File: src/rtl/core/assert_macros.svh
// ----------------------------------------------------------------------------
// Assertion macros
// Shared concurrent assertion forms, clocked on clk and held off in reset.
// ----------------------------------------------------------------------------
`ifndef ASSERT_MACROS_SVH
`define ASSERT_MACROS_SVH

// property must hold at every edge out of reset
`define ASSERT_AT(lbl, prop, msg) \
  lbl: assert property (@(posedge clk) disable iff (rst) (prop)) else $error(msg);

// condition must never be seen out of reset
`define ASSERT_NEVER(lbl, cond, msg) \
  lbl: assert property (@(posedge clk) disable iff (rst) !(cond)) else $error(msg);

`endif

File: src/rtl/core/dili_pkg.sv
// ----------------------------------------------------------------------------
// dili_pkg
// Types and constants of the init list interpreter.
// ----------------------------------------------------------------------------
package dili_pkg;

  localparam logic [7:0] DELAY_FLAG_MASK = 8'h80;
  localparam logic [7:0] LONG_DELAY_CODE = 8'd255;
  localparam logic [8:0] LONG_DELAY_MS   = 9'd500;
  localparam logic [7:0] ACCESS_CTRL_CMD = 8'h36;

  localparam logic KIND_BUS   = 1'b0;
  localparam logic KIND_DELAY = 1'b1;

  typedef enum logic [5:0] {
    PH_COUNT = 6'b000001,
    PH_CMD   = 6'b000010,
    PH_ARGC  = 6'b000100,
    PH_ARGS  = 6'b001000,
    PH_DELAY = 6'b010000,
    PH_DONE  = 6'b100000
  } phase_t;

  typedef enum logic [2:0] {
    SEL_FIRST     = 3'b001,
    SEL_TAIL_CMD  = 3'b010,
    SEL_TAIL_DATA = 3'b100
  } sel_t;

  // work for the back end caused by one list byte
  typedef struct packed {
    logic       has_first;
    logic       kind;
    logic [7:0] bus_byte;
    logic       is_data;
    logic       frame_begin;
    logic       frame_end;
    logic [8:0] delay_ms;
    logic       tail;
  } job_t;

  function automatic logic [7:0] orient_byte(input logic [1:0] rot);
    logic [7:0] b;
    unique case (rot)
      2'd0:    b = 8'hC0;
      2'd1:    b = 8'hA0;
      2'd2:    b = 8'h00;
      default: b = 8'h60;
    endcase
    return b;
  endfunction

endpackage

File: src/rtl/core/display_init_list_interpreter_unit.sv
// ----------------------------------------------------------------------------
// display_init_list_interpreter_unit
// Turns a display init command list into bus words and delay requests.
// ----------------------------------------------------------------------------
// One list byte is taken per clock while the job queue has room; the parser
// decides everything about a byte in that cycle. The emitter puts out one
// word per clock while out_stall is low; a byte causes none, one, two words
// (orientation command and data after a zero count) or three (last word of
// the list plus the orientation command and data). The emitter's one word a
// cycle, held off by out_stall, sets the sustained rate. Rotation is read as
// the trailing data word is loaded, so write it only while the block is idle.
`include "assert_macros.svh"

module display_init_list_interpreter_unit
  import dili_pkg::*;
#(
  parameter int QUEUE_DEPTH = 2
) (
  input  logic       clk,
  input  logic       rst,
  input  logic       in_valid,
  output logic       in_stall,
  input  logic [7:0] list_byte,
  input  logic       list_start,
  input  logic       cfg_valid,
  output logic       cfg_ready,
  input  logic [1:0] cfg_data,
  output logic       out_valid,
  input  logic       out_stall,
  output logic       kind,
  output logic [7:0] bus_byte,
  output logic       is_data,
  output logic       frame_begin,
  output logic       frame_end,
  output logic [8:0] delay_ms,
  output logic       list_done,
  output logic       last
);

  logic [1:0] rotation;
  logic       take, q_push, q_pop, q_valid, q_full;
  job_t       f_job, q_head;

  assign cfg_ready = 1'b1;
  assign in_stall  = q_full;
  assign take      = in_valid && !q_full;

  always_ff @(posedge clk) begin
    if (rst) begin
      rotation <= '0;
    end else if (cfg_valid && cfg_ready) begin
      rotation <= cfg_data;
    end
  end

  dili_front u_front (
    .clk        (clk),
    .rst        (rst),
    .take       (take),
    .list_byte  (list_byte),
    .list_start (list_start),
    .job        (f_job),
    .push       (q_push)
  );

  dili_queue #(
    .DEPTH (QUEUE_DEPTH)
  ) u_queue (
    .clk    (clk),
    .rst    (rst),
    .push   (q_push),
    .wr_job (f_job),
    .pop    (q_pop),
    .rd_job (q_head),
    .valid  (q_valid),
    .full   (q_full)
  );

  dili_back u_back (
    .clk         (clk),
    .rst         (rst),
    .head        (q_head),
    .head_valid  (q_valid),
    .rotation    (rotation),
    .pop         (q_pop),
    .out_valid   (out_valid),
    .out_stall   (out_stall),
    .kind        (kind),
    .bus_byte    (bus_byte),
    .is_data     (is_data),
    .frame_begin (frame_begin),
    .frame_end   (frame_end),
    .delay_ms    (delay_ms),
    .list_done   (list_done),
    .last        (last)
  );

  `ASSERT_NEVER(a_queue_overflow, q_push && q_full && !q_pop, "job pushed into full queue")
  `ASSERT_NEVER(a_queue_underflow, q_pop && !q_valid, "job popped from empty queue")
  `ASSERT_AT(a_done_is_last, out_valid && list_done |-> last && is_data && frame_end, "list_done word not final data word")
  `ASSERT_AT(a_delay_clean, out_valid && kind |-> bus_byte == 8'd0 && !frame_begin && !frame_end, "delay word carries bus fields")

endmodule

File: src/rtl/core/dili_front.sv
// ----------------------------------------------------------------------------
// dili_front
// List parser: tracks the position in the list and turns each byte that causes work into a job.
// ----------------------------------------------------------------------------
module dili_front
  import dili_pkg::*;
(
  input  logic       clk,
  input  logic       rst,
  input  logic       take,
  input  logic [7:0] list_byte,
  input  logic       list_start,
  output job_t       job,
  output logic       push
);

  phase_t     phase, phase_next;
  logic [7:0] commands_left, commands_left_next;
  logic [6:0] args_left, args_left_next;
  logic [7:0] held_command, held_command_next;
  logic       delay_follows, delay_follows_next;

  phase_t     ph;
  logic [7:0] cmd_dec;
  logic [6:0] arg_dec;
  logic       fin;

  always_comb begin
    ph                 = list_start ? PH_COUNT : phase;
    cmd_dec            = commands_left - 8'd1;
    arg_dec            = args_left - 7'd1;
    fin                = 1'b0;
    phase_next         = ph;
    commands_left_next = commands_left;
    args_left_next     = args_left;
    held_command_next  = held_command;
    delay_follows_next = delay_follows;
    job                = '0;

    unique case (ph)
      PH_COUNT: begin
        commands_left_next = list_byte;
        args_left_next     = '0;
        delay_follows_next = 1'b0;
        if (list_byte == 8'd0) begin
          job.tail   = 1'b1;
          phase_next = PH_DONE;
        end else begin
          phase_next = PH_CMD;
        end
      end
      PH_CMD: begin
        held_command_next = list_byte;
        phase_next        = PH_ARGC;
      end
      PH_ARGC: begin
        delay_follows_next = (list_byte & DELAY_FLAG_MASK) != 8'd0;
        args_left_next     = list_byte[6:0];
        job.has_first      = 1'b1;
        job.kind           = KIND_BUS;
        job.bus_byte       = held_command;
        job.frame_begin    = 1'b1;
        job.frame_end      = list_byte[6:0] == 7'd0;
        if (list_byte[6:0] != 7'd0) begin
          phase_next = PH_ARGS;
        end else if (list_byte[7]) begin
          phase_next = PH_DELAY;
        end else begin
          fin = 1'b1;
        end
      end
      PH_ARGS: begin
        args_left_next = arg_dec;
        job.has_first  = 1'b1;
        job.kind       = KIND_BUS;
        job.bus_byte   = list_byte;
        job.is_data    = 1'b1;
        job.frame_end  = arg_dec == 7'd0;
        if (arg_dec == 7'd0) begin
          if (delay_follows) begin
            phase_next = PH_DELAY;
          end else begin
            fin = 1'b1;
          end
        end
      end
      PH_DELAY: begin
        job.has_first      = 1'b1;
        job.kind           = KIND_DELAY;
        job.delay_ms       = (list_byte == LONG_DELAY_CODE) ? LONG_DELAY_MS
                                                            : {1'b0, list_byte};
        delay_follows_next = 1'b0;
        fin                = 1'b1;
      end
      PH_DONE: begin
      end
      default: begin
      end
    endcase

    if (fin) begin
      commands_left_next = cmd_dec;
      if (cmd_dec == 8'd0) begin
        job.tail   = 1'b1;
        phase_next = PH_DONE;
      end else begin
        phase_next = PH_CMD;
      end
    end
  end

  assign push = take && (job.has_first || job.tail);

  always_ff @(posedge clk) begin
    if (rst) begin
      phase         <= PH_COUNT;
      commands_left <= '0;
      args_left     <= '0;
      held_command  <= '0;
      delay_follows <= 1'b0;
    end else if (take) begin
      phase         <= phase_next;
      commands_left <= commands_left_next;
      args_left     <= args_left_next;
      held_command  <= held_command_next;
      delay_follows <= delay_follows_next;
    end
  end

endmodule

File: src/rtl/core/dili_queue.sv
// ----------------------------------------------------------------------------
// dili_queue
// Small register FIFO of jobs between parser and emitter.
// ----------------------------------------------------------------------------
module dili_queue
  import dili_pkg::*;
#(
  parameter int DEPTH = 2
) (
  input  logic clk,
  input  logic rst,
  input  logic push,
  input  job_t wr_job,
  input  logic pop,
  output job_t rd_job,
  output logic valid,
  output logic full
);

  localparam int AW = (DEPTH > 1) ? $clog2(DEPTH) : 1;
  localparam int CW = $clog2(DEPTH + 1);

  job_t          slots [DEPTH];
  logic [AW-1:0] wr_ptr, rd_ptr;
  logic [CW-1:0] count;

  assign valid  = count != '0;
  assign full   = count == CW'(DEPTH);
  assign rd_job = slots[rd_ptr];

  function automatic logic [AW-1:0] bump(input logic [AW-1:0] p);
    return (p == AW'(DEPTH - 1)) ? '0 : p + AW'(1);
  endfunction

  always_ff @(posedge clk) begin
    if (push) begin
      slots[wr_ptr] <= wr_job;
    end
  end

  always_ff @(posedge clk) begin
    if (rst) begin
      wr_ptr <= '0;
      rd_ptr <= '0;
      count  <= '0;
    end else begin
      if (push) begin
        wr_ptr <= bump(wr_ptr);
      end
      if (pop) begin
        rd_ptr <= bump(rd_ptr);
      end
      if (push && !pop) begin
        count <= count + CW'(1);
      end else if (pop && !push) begin
        count <= count - CW'(1);
      end
    end
  end

endmodule

File: src/rtl/core/dili_back.sv
// ----------------------------------------------------------------------------
// dili_back
// Emitter: expands each job into its words and holds them in the output register.
// ----------------------------------------------------------------------------
module dili_back
  import dili_pkg::*;
(
  input  logic       clk,
  input  logic       rst,
  input  job_t       head,
  input  logic       head_valid,
  input  logic [1:0] rotation,
  output logic       pop,
  output logic       out_valid,
  input  logic       out_stall,
  output logic       kind,
  output logic [7:0] bus_byte,
  output logic       is_data,
  output logic       frame_begin,
  output logic       frame_end,
  output logic [8:0] delay_ms,
  output logic       list_done,
  output logic       last
);

  sel_t       sel, sel_eff;
  logic       load;
  logic       r_kind, r_data, r_fb, r_fe, r_done, r_last;
  logic [7:0] r_byte;
  logic [8:0] r_ms;
  sel_t       sel_after;

  always_comb begin
    sel_eff = (sel == SEL_FIRST && !head.has_first) ? SEL_TAIL_CMD : sel;
    r_kind  = KIND_BUS;
    r_byte  = '0;
    r_data  = 1'b0;
    r_fb    = 1'b0;
    r_fe    = 1'b0;
    r_ms    = '0;
    r_done  = 1'b0;
    r_last  = 1'b1;
    sel_after = SEL_FIRST;
    unique case (sel_eff)
      SEL_FIRST: begin
        r_kind    = head.kind;
        r_byte    = head.bus_byte;
        r_data    = head.is_data;
        r_fb      = head.frame_begin;
        r_fe      = head.frame_end;
        r_ms      = head.delay_ms;
        r_last    = !head.tail;
        sel_after = SEL_TAIL_CMD;
      end
      SEL_TAIL_CMD: begin
        r_byte    = ACCESS_CTRL_CMD;
        r_fb      = 1'b1;
        r_last    = 1'b0;
        sel_after = SEL_TAIL_DATA;
      end
      SEL_TAIL_DATA: begin
        r_byte = orient_byte(rotation);
        r_data = 1'b1;
        r_fe   = 1'b1;
        r_done = 1'b1;
      end
      default: begin
      end
    endcase
  end

  assign load = !out_valid || !out_stall;
  assign pop  = load && head_valid && r_last;

  always_ff @(posedge clk) begin
    if (rst) begin
      out_valid <= 1'b0;
      sel       <= SEL_FIRST;
    end else if (load) begin
      out_valid <= head_valid;
      if (head_valid) begin
        sel <= r_last ? SEL_FIRST : sel_after;
      end
    end
  end

  always_ff @(posedge clk) begin
    if (load && head_valid) begin
      kind        <= r_kind;
      bus_byte    <= r_byte;
      is_data     <= r_data;
      frame_begin <= r_fb;
      frame_end   <= r_fe;
      delay_ms    <= r_ms;
      list_done   <= r_done;
      last        <= r_last;
    end
  end

endmodule

File: config.mk
export PLATFORM = sky130hd
export DESIGN_NAME = display_init_list_interpreter_unit
export DESIGN_NICKNAME = d
export VERILOG_FILES = /design/src/rtl/core/dili_pkg.sv /design/src/rtl/core/display_init_list_interpreter_unit.sv /design/src/rtl/core/dili_front.sv /design/src/rtl/core/dili_queue.sv /design/src/rtl/core/dili_back.sv
export VERILOG_INCLUDE_DIRS = /design/src /design/src/rtl/core
export SDC_FILE = /design/constraint.sdc
export NUM_CORES = 1
export LEC_CHECK = 0
export BUFFER_PORTS_ARGS = -buffer_cell sky130_fd_sc_hd__buf_2
export CORE_UTILIZATION = 60
export CTS_CLUSTER_DIAMETER = 60
export DETAILED_ROUTE_END_ITERATION = 7
export PLACE_DENSITY = 0.85
export SYNTH_ARGS = -nofsm -noshare
export SYNTH_HDL_FRONTEND = slang
export SYNTH_SLANG_ARGS = --single-unit
File: constraint.sdc
create_clock -name clk -period 9.2 [get_ports clk]
set_input_delay 1.38 -clock clk [delete_from_list [all_inputs] [get_ports clk]]
set_output_delay 1.38 -clock clk [all_outputs]
set_load 0.05 [all_outputs]
==> impl_metrics.py <==
metrics = {
    "status": {
        "outcome": "complete, no violations",
    },
    "clocking": {
        "clock_path_buffers": 2,
        "cts.clk_slew.worst_paths_ps": 100,
        "cts_root_buf": "clkbuf_8",
        "cts.sinks": 110,
        "cts-buffers-inserted": 9,
        "clk_latency_ps": 380,
        "cts_setup_buffers": 0,
        "cts_tree": "done",
        "hold_buffers": 0,
        "ctsResizeCount": 0,
        "cts-htree-levels": 3,
    },
    "power_and_ir_drop": {
        "powerDensity_mw_per_mm2": 160,
        "p_leak_nw": 1.95,
        "ir_drop_v": 0.0000757,
    },
    "sta": {
        "layout_min_cycle_time_ps": 4050,
        "timing.setup.tns_ps": 0,
        "relSlewSlack": 0.235,
        "setup_violations": 0,
        "hold_violations": 0,
        "clock_skew_ps": 19.9,
        "worstMarginPinSlew_ps": 1150,
        "drv_slew": 0,
        "fmax_mhz": 247,
        "fin_crit_sh": 0.440,
        "rsz0062_at_grt": "false",
    },
    "placement": {
        "dp_hpwl_um": 7470,
        "globalplace.congestion": 0.932,
        "port_buffers": 40,
        "dp_cells": 571,
    },
    "synthesis": {
        "syn_nets": 479,
        "syn_area_mm2": 0.00501,
        "ys_seq_elements": 110,
        "ys_types": 61,
        "synthCells": 455,
        "synth_enable_flop_cells": 69,
        "yosys.area.top_type_share": 0.413,
        "ys_async_sr_fraction": 0,
        "synth_area_per_cell_um2": 11.0,
        "ys_seq_area_frac": 0.577,
        "synth_top_cell_by_area": "edfxtp_1",
        "ys_warn_count": 0,
        "ys.flop_type": "edfxtp_1",
        "ys_top_cells_by_area": "edfxtp_1 (41%), dfxtp_1 (16%), mux2i_1 (6.4%), nor2_1 (4.5%), a21oi_1 (2.2%)",
    },
    "die": {
        "fp-row-count": 32,
        "die_w_um": 93.4,
        "die_h_um": 93.4,
        "dieArea_mm2": 0.00872,
        "core_region_area_mm2": 0.00789,
        "initial_core_util": 0.635,
        "num_io_pins": 42,
    },
    "setup_path": {
        "cp_top_family": "simple AND/OR/NAND/NOR gates",
        "path_max_fanout": 23,
        "startpoint_type": "primary input",
        "cpMaxStageDelayCell": "and2_1",
        "crit_chain": "buf_2 > or3_1 > or2_1 > inv_1 > o41ai_1 > inv_1 > and2_1",
        "critical_path_buf_inv_count": 3,
        "cp.arrival_ps": 4040,
        "cp_common_cell": "inv_1",
        "critPathRequiredTime_ps": 9190,
        "cpPeakStageDelay_ps": 860,
        "end_kind": "register",
        "path_class": "primary input to register",
    },
    "routing": {
        "ant_nets": 0,
        "drc_errors": 0,
        "drt_wl_total_um": 10900,
        "wl_per_cell_um": 18.5,
        "vias": 3684,
        "drtIter0Drc": 266,
        "via_per_inst": 6.28,
        "first_pass_iters": 5,
    },
    "layout": {
        "syn2layout_area_growth_pct": 8.21,
        "final_nets": 504,
        "diodes": 0,
        "fin_cells": 587,
        "drive_above_1_share": 0.134,
    },
    "grt": {
        "grt_overflow": 0,
        "grt_util_all_layers": 0.262,
        "grt_pass1_vias": 3377,
        "grt_pass1_wl_um": 17300,
        "grt_max_degree": 39,
        "antenna_found_initial": 0,
    },
    "worst_hold_path": {
        "holdCritPathClass": "register to register",
    },
    "flow_run": {
        "drv_cap": 0,
    },
}
registers in the layout, indices dropped and copies added (netlist names), named ones only:
signal                 flops
u_back.out_valid           1
rotation                   2
u_back.frame_end           1
u_back.list_done           1
u_front.commands_left      8
u_front.held_command       8
u_back.delay_ms            9
u_queue.slots             46
u_back.kind                1
u_front.delay_follows      1
u_queue.rd_ptr             1
u_back.frame_begin         1
u_queue.wr_ptr             1
u_back.last                1
u_queue.count              2
u_front.phase              6
u_back.is_data             1
u_back.bus_byte            8
u_front.args_left          7
u_back.sel                 3
tightest hold or removal path, cell delays in order, from the launching register on:
cell and delay [ps]:
dfxtp_1 320, nand2_1 70, a21oi_1 60
synth_stat cells (3+ instances only):
cell and n:
edfxtp_1 69, nor2_1 60, or4_1 4, o31ai_1 5, and2_1 11, a22oi_1 4, buf_1 3, ha_1 8
o32ai_1 3, a21oi_1 22, nand2b_1 5, nand4_1 4, a211oi_1 4, clkbuf_1 21, o21ai_0 15, a22o_1 7
nor4_1 6, nor3_1 7, inv_1 17, a32oi_1 4, nand3_1 12, nand4b_1 3, or3_1 6, nand2_1 22
xnor2_1 4, dfxtp_1 41, a31oi_1 5, xor2_1 5, nor3b_1 4, mux2i_1 32, a32o_1 3
cells by family after synthesis:
kind of cell    count (synthesis)  share of synthesized area
compound gates                 94                      0.130
fa+ha+maj                       8                     0.0200
flops                         110                      0.577
buf+inv                        46                     0.0377
simple gates                  154                      0.153
mux                            33                     0.0662
other cells                     1                   0.000748
xor+xnor                        9                     0.0157
stage by stage:
step           setup WS [ps]  instance area, um2  hold WS [ps]   util  total power, W
2_1_floorplan           5290                5010           463      -        0.000584
3_3_place_gp            4970                5240           472  0.665        0.000599
3_5_place_dp            4790                5240           473  0.665        0.000601
4_1_cts                 5190                5420           493  0.688        0.000868
5_1_grt                 5080                5420           531  0.688        0.000897
6_report                5150                5420           484  0.688        0.000868
report_power, final:
part	internal (W)	switching [W]
Clock	0.000104	0.000173
Sequential	0.000524	0.00000619
Combinational	0.0000209	0.0000402
layer usage:
layer  part of all wire  global-route usage  routed length, um  vias up
li1                   -                   -                  -     1722
met1               0.42               0.333               4520     1769
met2               0.49               0.442               5350      172
met3              0.071              0.0577                768       21
met4              0.022              0.0897                240        0
met5                  0                   0                  0        -
area by class of cell:
cell class                      count  area, um2
Clock buffer                       10        128
Clock inverter                      6       53.8
Fill cell                         579       2460
Inverter                           18       67.6
Multi-Input combinational cell    299       1940
Sequential cell                   110       2890
Tap cell                          102        128
Timing Repair Buffer               42        215
path summary, 6_finish.rpt:
path                                               startpoint                             end  slack (ps)  cells past startpoint
worst max-delay path                               list_start  u_queue.slots[1][21]$_DFFE_PP_        5150                      7
worst min-delay path            u_back.out_valid$_SDFFE_PP0P_   u_back.out_valid$_SDFFE_PP0P_         480                      2
worst max register to register  u_front.phase[3]$_SDFFE_PP0P_  u_queue.slots[1][21]$_DFFE_PP_        5740                      6
worst min register to register  u_back.out_valid$_SDFFE_PP0P_   u_back.out_valid$_SDFFE_PP0P_         480                      2
cell usage in the layout, fill, tap and decap left out, types with 7 or more instances in the layout:
| cell | Yosys | layout |
|---|---|---|
| a21oi_1 | 22 | 22 |
| a22o_1 | 7 | 7 |
| and2_1 | 11 | 11 |
| buf_2 | 1 | 40 |
| clkbuf_8 | 0 | 9 |
| dfxtp_1 | 41 | 41 |
| edfxtp_1 | 69 | 69 |
| ha_1 | 8 | 8 |
| inv_1 | 17 | 17 |
| mux2i_1 | 32 | 32 |
| nand2_1 | 22 | 22 |
| nand3_1 | 12 | 12 |
| nor2_1 | 60 | 59 |
| nor3_1 | 7 | 7 |
| o21ai_0 | 15 | 15 |
Note: power is estimated with default switching activity, not from simulation.
